### config.mk
export PLATFORM = sky130hd
export DESIGN_NAME = touch_report_decoder
export DESIGN_NICKNAME = d
export VERILOG_FILES = /design/src/rtl/tdr_pkg.sv /design/src/rtl/touch_report_decoder.sv /design/src/rtl/tdr_div.sv
export SDC_FILE = /design/constraint.sdc
export NUM_CORES = 1
export LEC_CHECK = 0
export BUFFER_PORTS_ARGS = -buffer_cell sky130_fd_sc_hd__buf_2
export CORE_MARGIN = 4
export CORE_UTILIZATION = 40
export DETAILED_ROUTE_END_ITERATION = 7
export HOLD_SLACK_MARGIN = 0.12
export PLACE_DENSITY_LB_ADDON = 0.3
export SETUP_SLACK_MARGIN = 0.4
export SKIP_CTS_REPAIR_TIMING = 1
export SLEW_MARGIN = 10
export SYNTH_ARGS = -nofsm -noshare
export SYNTH_HDL_FRONTEND = slang
export SYNTH_SLANG_ARGS = --single-unit
export TNS_END_PERCENT = 20
### constraint.sdc
create_clock -name clk_i -period 21.5 [get_ports clk_i]
set_clock_uncertainty 0.2 [all_clocks]
set_input_delay 3.225 -clock clk_i [delete_from_list [all_inputs] [get_ports clk_i]]
set_output_delay 3.225 -clock clk_i [all_outputs]
set_load 0.05 [all_outputs]
### src/rtl/tdr_pkg.sv
// Shared types and constants of the touch report decoder.
package tdr_pkg;

  // One 8-byte event report as it arrives from the touch controller.
  typedef struct packed {
    logic [7:0] report_byte0;
    logic [7:0] report_byte1;
    logic [7:0] report_byte2;
    logic [7:0] report_byte3;
    logic [7:0] report_byte4;
    logic [7:0] report_byte5;
    logic [7:0] report_byte6;
    logic [7:0] report_byte7;
  } report_t;

  // One decoded result.
  typedef struct packed {
    logic [3:0]  event_kind;
    logic        touching;
    logic [10:0] pos_x;
    logic [9:0]  pos_y;
    logic [15:0] pressure;
    logic [4:0]  finger_count;
  } result_t;

  // Divider widths: the remainder stays below the largest area divisor (126).
  localparam int unsigned DivW  = 7;
  localparam int unsigned QuoW  = 16;
  localparam int unsigned StepW = 5;

  // Request to the divider. The dividend is split into an initial
  // partial remainder and the bits still to be shifted in, MSB first.
  typedef struct packed {
    logic             start;
    logic [DivW-1:0]  rem0;
    logic [QuoW-1:0]  bits;
    logic [DivW-1:0]  divisor;
    logic [StepW-1:0] steps;
  } div_req_t;

  // Configuration register indexes.
  localparam logic [2:0] CFG_CODE_ENTER  = 3'd0;
  localparam logic [2:0] CFG_CODE_MOTION = 3'd1;
  localparam logic [2:0] CFG_CODE_LEAVE  = 3'd2;
  localparam logic [2:0] CFG_CODE_NONE   = 3'd3;
  localparam logic [2:0] CFG_PALM_LIMIT  = 3'd4;

  // Panel geometry and scaling.
  localparam int unsigned EdgeLo    = 15;
  localparam int unsigned XTop      = 1264;
  localparam int unsigned YTop      = 704;
  localparam int unsigned ScaleDiv  = 1000;
  localparam int unsigned GainX     = (1280 * 1000) / (XTop - EdgeLo);
  localparam int unsigned GainY     = (720 * 1000) / (YTop - EdgeLo);
  localparam int unsigned AreaMax   = 63;
  localparam int unsigned AreaBias  = 64;

  // The division of a scaled axis by ScaleDiv is a multiplication by the
  // rounded-up reciprocal times 2^ScaleShift. It is exact for every
  // product below 2^21, which covers both axes.
  localparam int unsigned       ScaleShift = 31;
  localparam longint unsigned   ScaleRecip =
    ((64'd1 << ScaleShift) + ScaleDiv - 1) / ScaleDiv;
  localparam longint unsigned   MulX       = GainX * ScaleRecip;
  localparam longint unsigned   MulY       = GainY * ScaleRecip;

endpackage

### src/rtl/touch_report_decoder.sv
// Top level of the touch report decoder: sequencer, held contact and registers.
//
// The block takes one 8-byte touch event report per input transfer and gives
// one decoded result per report. An enter or motion report has its result
// ready after a decode state, a restoring divider that produces one bit of
// the normalized pressure per cycle, and a state that picks up the quotient.
// The screen x and y are clamped, offset and scaled combinationally, the
// division by 1000 being a multiplication by a reciprocal, so they add no
// time. Leave, empty and unknown reports have their result one cycle after
// the transfer. Input ready is high only while no report is in progress and
// no result is waiting, so one report is worked on at a time; a new report
// is taken only after the result of the last one has been taken.
// Configuration is written through the plain write port (index 0 to 4:
// enter, motion, leave and none codes, palm limit); an index outside that
// range is ignored. The held position, pressure, finger count and touch flag
// persist between reports and are cleared by reset.
module touch_report_decoder (
  input  logic              clk_i,
  input  logic              rst_ni,
  input  logic              in_valid_i,
  output logic              in_ready_o,
  input  tdr_pkg::report_t  in_data_i,
  output logic              out_valid_o,
  input  logic              out_ready_i,
  output tdr_pkg::result_t  out_data_o,
  input  logic              cfg_we_i,
  input  logic [2:0]        cfg_index_i,
  input  logic [15:0]       cfg_wdata_i
);

  // Sequencer states.
  localparam logic [1:0] S_IDLE = 2'd0;
  localparam logic [1:0] S_DEC  = 2'd1;
  localparam logic [1:0] S_DIVZ = 2'd2;
  localparam logic [1:0] S_OUT  = 2'd3;

  logic [1:0]  state_q, state_d;

  // Configuration registers.
  logic [3:0]  code_enter_q, code_motion_q, code_leave_q, code_none_q;
  logic [15:0] palm_limit_q;

  // Held contact.
  logic        active_q, active_d;
  logic [10:0] held_x_q, held_x_d;
  logic [9:0]  held_y_q, held_y_d;
  logic [15:0] held_p_q, held_p_d;
  logic [4:0]  held_f_q, held_f_d;

  // Working registers for the report in progress.
  tdr_pkg::report_t rep_q;
  tdr_pkg::result_t res_q, res_d;

  tdr_pkg::div_req_t div_req;
  logic              div_done;
  logic [15:0]       div_quo;

  // Decode of the latched report.
  logic [3:0]  ev_id;
  logic        is_contact, is_leave, is_none;
  logic [11:0] raw_x, raw_y;
  logic [11:0] x_clamp, y_clamp;
  logic [10:0] x_off;
  logic [9:0]  y_off;
  logic [41:0] x_prod_full;
  logic [40:0] y_prod_full;
  logic [10:0] x_scaled;
  logic [9:0]  y_scaled;
  logic [4:0]  fingers_new;
  logic [5:0]  area;
  logic [6:0]  divisor_z;

  assign ev_id      = rep_q.report_byte1[3:0];
  assign is_contact = (ev_id == code_enter_q) || (ev_id == code_motion_q);
  assign is_leave   = (ev_id == code_leave_q);
  assign is_none    = (ev_id == code_none_q);

  assign raw_x = {rep_q.report_byte2, rep_q.report_byte4[7:4]};
  assign raw_y = {rep_q.report_byte3, rep_q.report_byte4[3:0]};

  // Clamp each axis to the panel's active area before the offset.
  always_comb begin
    if (raw_x < 12'(tdr_pkg::EdgeLo)) begin
      x_clamp = 12'(tdr_pkg::EdgeLo);
    end else if (raw_x > 12'(tdr_pkg::XTop)) begin
      x_clamp = 12'(tdr_pkg::XTop);
    end else begin
      x_clamp = raw_x;
    end
    if (raw_y < 12'(tdr_pkg::EdgeLo)) begin
      y_clamp = 12'(tdr_pkg::EdgeLo);
    end else if (raw_y > 12'(tdr_pkg::YTop)) begin
      y_clamp = 12'(tdr_pkg::YTop);
    end else begin
      y_clamp = raw_y;
    end
  end

  assign x_off = 11'(x_clamp - 12'(tdr_pkg::EdgeLo));
  assign y_off = 10'(y_clamp - 12'(tdr_pkg::EdgeLo));

  // Gain and division by 1000 folded into one constant multiplication; the
  // screen coordinate sits above the reciprocal's fraction bits.
  assign x_prod_full = 42'(x_off) * 42'(tdr_pkg::MulX);
  assign y_prod_full = 41'(y_off) * 41'(tdr_pkg::MulY);
  assign x_scaled    = x_prod_full[tdr_pkg::ScaleShift +: 11];
  assign y_scaled    = y_prod_full[tdr_pkg::ScaleShift +: 10];

  assign fingers_new = 5'(rep_q.report_byte1[7:4]) + 5'd1;

  // An area of one or of the full six-bit value counts as no area at all.
  always_comb begin
    area = rep_q.report_byte7[5:0];
    if (area == 6'd1 || area == 6'(tdr_pkg::AreaMax)) begin
      area = 6'd0;
    end
  end
  assign divisor_z = 7'(area) + 7'(tdr_pkg::AreaBias);

  tdr_div u_div (
    .clk_i      (clk_i),
    .rst_ni     (rst_ni),
    .req_i      (div_req),
    .done_o     (div_done),
    .quotient_o (div_quo)
  );

  // Sequencer. The divider request is issued on leaving the decode state;
  // the quotient is picked up in the cycle its done pulse is seen.
  always_comb begin
    state_d  = state_q;
    active_d = active_q;
    held_x_d = held_x_q;
    held_y_d = held_y_q;
    held_p_d = held_p_q;
    held_f_d = held_f_q;
    res_d    = res_q;
    div_req  = '0;

    case (state_q)
      S_IDLE: begin
        if (in_valid_i) begin
          state_d = S_DEC;
        end
      end

      S_DEC: begin
        res_d.touching     = active_q;
        res_d.pos_x        = held_x_q;
        res_d.pos_y        = held_y_q;
        res_d.pressure     = held_p_q;
        res_d.finger_count = held_f_q;
        if (is_contact) begin
          // Pressure: (raw << 6) / divisor, a 22-bit dividend whose quotient
          // always fits in 16 bits, so its top six bits start the remainder.
          div_req.start   = 1'b1;
          div_req.rem0    = 7'(rep_q.report_byte6[7:2]);
          div_req.bits    = {rep_q.report_byte6[1:0], rep_q.report_byte5, 6'd0};
          div_req.divisor = divisor_z;
          div_req.steps   = 5'(tdr_pkg::QuoW);
          state_d         = S_DIVZ;
        end else if (is_leave) begin
          // Leave report: refresh x, drop the contact and the finger count.
          active_d           = 1'b0;
          held_f_d           = 5'd0;
          held_x_d           = x_scaled;
          res_d.event_kind   = ev_id;
          res_d.touching     = 1'b0;
          res_d.pos_x        = x_scaled;
          res_d.finger_count = 5'd0;
          state_d            = S_OUT;
        end else if (is_none) begin
          res_d.event_kind = active_q ? code_motion_q : ev_id;
          state_d          = S_OUT;
        end else begin
          // Unknown report: the prior event id in byte 0 and the touch flag decide.
          if (active_q && (rep_q.report_byte0 == {4'd0, code_motion_q})) begin
            res_d.event_kind = code_motion_q;
          end else begin
            res_d.event_kind = code_leave_q;
          end
          state_d = S_OUT;
        end
      end

      S_DIVZ: begin
        if (div_done) begin
          // Contact report: everything is stored, and a pressure at or above
          // the palm limit turns the event into a leave.
          held_p_d = div_quo;
          held_f_d = fingers_new;
          held_x_d = x_scaled;
          held_y_d = y_scaled;
          if (div_quo < palm_limit_q) begin
            active_d         = 1'b1;
            res_d.event_kind = ev_id;
          end else begin
            active_d         = 1'b0;
            res_d.event_kind = code_leave_q;
          end
          res_d.touching     = (div_quo < palm_limit_q);
          res_d.pos_x        = x_scaled;
          res_d.pos_y        = y_scaled;
          res_d.pressure     = div_quo;
          res_d.finger_count = fingers_new;
          state_d            = S_OUT;
        end
      end

      S_OUT: begin
        if (out_ready_i) begin
          state_d = S_IDLE;
        end
      end

      default: begin
        state_d = S_IDLE;
      end
    endcase
  end

  assign in_ready_o  = (state_q == S_IDLE);
  assign out_valid_o = (state_q == S_OUT);
  assign out_data_o  = res_q;

  // Control state, configuration and the held contact.
  always_ff @(posedge clk_i or negedge rst_ni) begin
    if (!rst_ni) begin
      state_q       <= S_IDLE;
      code_enter_q  <= 4'd3;
      code_motion_q <= 4'd4;
      code_leave_q  <= 4'd5;
      code_none_q   <= 4'd0;
      palm_limit_q  <= 16'd255;
      active_q      <= 1'b0;
      held_x_q      <= '0;
      held_y_q      <= '0;
      held_p_q      <= '0;
      held_f_q      <= '0;
    end else begin
      state_q  <= state_d;
      active_q <= active_d;
      held_x_q <= held_x_d;
      held_y_q <= held_y_d;
      held_p_q <= held_p_d;
      held_f_q <= held_f_d;
      if (cfg_we_i) begin
        case (cfg_index_i)
          tdr_pkg::CFG_CODE_ENTER:  code_enter_q  <= cfg_wdata_i[3:0];
          tdr_pkg::CFG_CODE_MOTION: code_motion_q <= cfg_wdata_i[3:0];
          tdr_pkg::CFG_CODE_LEAVE:  code_leave_q  <= cfg_wdata_i[3:0];
          tdr_pkg::CFG_CODE_NONE:   code_none_q   <= cfg_wdata_i[3:0];
          tdr_pkg::CFG_PALM_LIMIT:  palm_limit_q  <= cfg_wdata_i;
          default: begin
          end
        endcase
      end
    end
  end

  // Payload registers.
  always_ff @(posedge clk_i) begin
    if (in_valid_i && in_ready_o) begin
      rep_q <= in_data_i;
    end
    res_q <= res_d;
  end

endmodule

### src/rtl/tdr_div.sv
// Restoring divider, one quotient bit per clock cycle.
module tdr_div (
  input  logic                        clk_i,
  input  logic                        rst_ni,
  input  tdr_pkg::div_req_t           req_i,
  output logic                        done_o,
  output logic [tdr_pkg::QuoW-1:0]    quotient_o
);

  logic                          busy_q, busy_d;
  logic                          done_q, done_d;
  logic [tdr_pkg::StepW-1:0]     cnt_q, cnt_d;
  logic [tdr_pkg::DivW-1:0]      rem_q, rem_d;
  logic [tdr_pkg::DivW-1:0]      dvs_q, dvs_d;
  logic [tdr_pkg::QuoW-1:0]      bits_q, bits_d;
  logic [tdr_pkg::QuoW-1:0]      quo_q, quo_d;
  logic [tdr_pkg::DivW:0]        partial;
  logic [tdr_pkg::DivW:0]        trial;

  assign partial = {rem_q, bits_q[tdr_pkg::QuoW-1]};
  assign trial   = partial - {1'b0, dvs_q};

  always_comb begin
    busy_d = busy_q;
    done_d = 1'b0;
    cnt_d  = cnt_q;
    rem_d  = rem_q;
    dvs_d  = dvs_q;
    bits_d = bits_q;
    quo_d  = quo_q;
    if (req_i.start) begin
      busy_d = 1'b1;
      cnt_d  = req_i.steps;
      rem_d  = req_i.rem0;
      dvs_d  = req_i.divisor;
      bits_d = req_i.bits;
      quo_d  = '0;
    end else if (busy_q) begin
      bits_d = {bits_q[tdr_pkg::QuoW-2:0], 1'b0};
      if (partial >= {1'b0, dvs_q}) begin
        rem_d = trial[tdr_pkg::DivW-1:0];
        quo_d = {quo_q[tdr_pkg::QuoW-2:0], 1'b1};
      end else begin
        rem_d = partial[tdr_pkg::DivW-1:0];
        quo_d = {quo_q[tdr_pkg::QuoW-2:0], 1'b0};
      end
      cnt_d = cnt_q - 1'b1;
      if (cnt_q == tdr_pkg::StepW'(1)) begin
        busy_d = 1'b0;
        done_d = 1'b1;
      end
    end
  end

  always_ff @(posedge clk_i or negedge rst_ni) begin
    if (!rst_ni) begin
      busy_q <= 1'b0;
      done_q <= 1'b0;
      cnt_q  <= '0;
    end else begin
      busy_q <= busy_d;
      done_q <= done_d;
      cnt_q  <= cnt_d;
    end
  end

  always_ff @(posedge clk_i) begin
    rem_q  <= rem_d;
    dvs_q  <= dvs_d;
    bits_q <= bits_d;
    quo_q  <= quo_d;
  end

  assign done_o     = done_q;
  assign quotient_o = quo_q;

endmodule
==> impl_results.md <==
- Sequential element share of the synthesized area: 39.1%
- Initial Util: 40.4%
- Max H-tree Level: 1
- Synthesized cell area: 16,400 um^2
- 1st-iter DRT viols: 472
- Die area: 44,400 um^2
- Slew Limit Headroom: 27.7%
- Dpl cell area: 17,800 um^2
- Ports: 137
- Fill cell count: 3,825
- Vias in the first global route: 11,561
- Synth area leaders: edfxtp_1 (24%), ha_1 (18%), dfrtp_1 (11%), fa_1 (10%), mux2_2 (6.0%)
- Die boundary height: 211 um
- Worst-case reg-to-reg path depth: 29
- Status: finished, final reports clean
- Arrival time of the worst setup path: 9170 ps
- Min-delay src: held_x_q[9]$_DFFE_PN0P_
- Count of cell types in the netlist: 66
- Post-DR wirelength/cell: 16.0 um
- Skew-Pair Late Insertion Delay: 560 ps
- Syn_area_per_cell: 11.1 um^2
- DRT Wirelength: 35.0 mm
- # rows: 74
- Synthesized flop and latch total: 233
- Synthesis-to-layout area growth: 14.0%
- Routability cong.: 0.922
- Initial antenna violation count: 0
- Setup tns final: 0 ps
- Setup Viol. Count Final: 0
- Final net count: 2,035
- CTS sink cnt: 233
- Slowest-stage cell, CP: a41oi_1
- Synth area leader: edfxtp_1
- CTS tree: done
- Antenna viol nets, final: 0
- Critical Path Sink Type: flip-flop
- RSZ-0062 raised after global routing: false
- Final Max Slew Viols: 0
- Vias per cell: 5.01
- Worst Max-Slew Pin Slew: 1080 ps
- Maximum fanout along the worst path: 9
- Worst min-delay path category: reg2reg
- Layout cell share with drive strength beyond 1: 18.8%
- Core area: 40,700 um^2
- Pin count of the biggest net entering global routing: 64
- Clock Pin Slew Worst Setup and Hold Paths: 60 ps
- R2R Setup Slk: 12,430 ps
- Synth warn: 0
- Period minus WS final: 9070 ps
- PwrDens: 172 nW/um^2
- Hold endpoint: held_x_q[9]$_DFFE_PN0P_
- Global-route wire length before repair: 58.9 mm
- Final worst slack: 12,430 ps
- Gr ovfl total: 0
- Vias: 10,938
- CTS buffer count: 28
- CTS max path bufs: 3
- Final Hold Fails: 0
- Syn Inst Count: 1,478
- Initial DRT Pass Iterations: 4
- Place WS: 12,480 ps
- Syn Nets: 1,883
- Fmax achieved: 0.110 GHz
- Worst r2r src: raw_x[2]$_DFFE_PP_
- IO buf count: 134
- GR Util All Layers: 16.1%
- Nature of the critical path startpoint: flip-flop
- Post-synth ARST share: 36.1%
- Required @ worst endpoint: 21,600 ps
- VDD IR-drop max: 0.0752 mV
- Fin crit share: 42.2%
- DP Wirelength: 27.4 mm
- Reg2reg end: out_data_o[41]$_DFFE_PP_
- Main flop type after synthesis: edfxtp_1
- CP Class: reg2reg
- Worst Hold Depth: 2
- Hold WS: 284 ps
- Die Wd: 211 um
- Ant diodes: 0
- Number of synthesized flops with an enable pin: 133
- Design area: 18,700 um^2
- Clk root buf: clkbuf_16
- Max-cap viol count: 0
- Leak: 8.89 nW
- Residual DRC: 0
- Share of the synthesized area in the top cell type: 24.3%
- Top cell by count, worst path: inv_1
- CP peak stage delay: 580 ps
layout make-up:
class / count / area, um^2 / area share (%)
Clock buffer: 40 / 797 / 4.25
Clock inverter: 12 / 156 / 0.834
Timing Repair Buffer: 150 / 793 / 4.23
Inverter: 250 / 938 / 5.01
Sequential cell: 233 / 6430 / 34.3
Tap cell: 532 / 666 / 3.55
Multi-Input combinational cell: 967 / 8960 / 47.8
power by group:
| part | total [mW] | leakage, nW | switching [mW] | internal [mW] |
|---|---|---|---|---|
| clock network | 0.475 | 0.455 | 0.189 | 0.285 |
| logic | 1.98 | 6.02 | 1.17 | 0.819 |
| registers | 0.761 | 2.42 | 0.0907 | 0.670 |
| total | 3.22 | 8.89 | 1.45 | 1.77 |
cells in the mapped netlist (19+ instances only):
master	n
dfrtp_1	71
a21oi_1	45
o21ai_0	55
fa_1	85
edfxtp_1	133
nor3_1	19
xnor2_1	45
ha_1	232
a21o_1	20
mux2_2	88
inv_1	250
nand2_1	101
mux2i_1	28
nor2_1	69
clkbuf_1	27
metal layers:
layer / GRT usage, % / wire (um)
met5: 0 / 0
met1: 21.6 / 15800
met3: 1.92 / 1330
met2: 28.4 / 17200
met4: 3.44 / 577
worst max path at each step:
stage	startpoint	to	slack, ps
6_report	raw_x[2]$_DFFE_PP_	out_data_o[41]$_DFFE_PP_	12430
5_1_grt	raw_x[2]$_DFFE_PP_	out_data_o[41]$_DFFE_PP_	11740
4_1_cts	raw_x[2]$_DFFE_PP_	out_data_o[41]$_DFFE_PP_	12460
3_5_place_dp	raw_x[2]$_DFFE_PP_	out_data_o[41]$_DFFE_PP_	12480
3_3_place_gp	raw_x[2]$_DFFE_PP_	out_data_o[41]$_DFFE_PP_	12580
2_1_floorplan	raw_x[5]$_DFFE_PP_	out_data_o[38]$_DFFE_PP_	13870
through the flow:
stage	total power [mW]	util (%)	instances
2_1_floorplan	2.27	-	1478
3_3_place_gp	2.71	43.7	2132
3_5_place_dp	2.76	43.7	2132
4_1_cts	3.27	46.0	2184
5_1_grt	3.58	46.0	2184
6_report	3.22	46.0	2184
kinds of logic after synthesis:
group | synth area share, %
AND/OR/NAND/NOR | 8.21
buffers and inverters | 6.39
XOR/XNOR | 3.14
multiplexers | 7.73
adder cells (fa/ha/maj) | 28.0
AO/OA/AOI/OAI | 7.40
flip-flops | 39.1
sequential cells by signal, indices dropped and copies added, names as in the netlist, 2 cells and up:
signal,count
code_enter_q,4
code_leave_q,4
code_motion_q,4
code_none_q,4
ev_id,4
held_f_q,5
held_p_q,16
held_x_q,11
held_y_q,10
out_data_o,47
palm_limit_q,16
raw_x,12
raw_y,12
rep_q,34
state_q,2
u_div.bits_q,10
u_div.cnt_q,5
u_div.dvs_q,7
u_div.quotient_o,16
u_div.rem_q,7
placed cells by master (no fill, tap or decap), types with 7 or more instances in the layout:
cell       instances
and2_1            11
dfrtp_1           71
dfstp_2           13
dfxtp_1           16
nor2_1            69
clkbuf_1           8
nand2_1          101
o21ai_0           55
buf_2            133
nand3_1           15
o31ai_1           10
inv_1            249
edfxtp_1         133
o22ai_1            7
a21oi_1           45
mux2_2            88
ha_1             232
mux2i_1           28
xor2_1            14
buf_4             17
o211ai_1           8
fa_1              85
clkbuf_16         29
and3_1             8
a21o_1            20
xnor2_1           45
nor3_1            18
nand4_1           18
worst max-delay path: cells and delay by family (launching register included):
kind            cells  cell delay [ps]
mux                 2              710
simple gates        5             1010
buf+inv             6              620
flops               1              460
xor+xnor            1              110
compound gates      7             2340
fa+ha+maj           8             3370
Power figures use the tool's default switching activity.
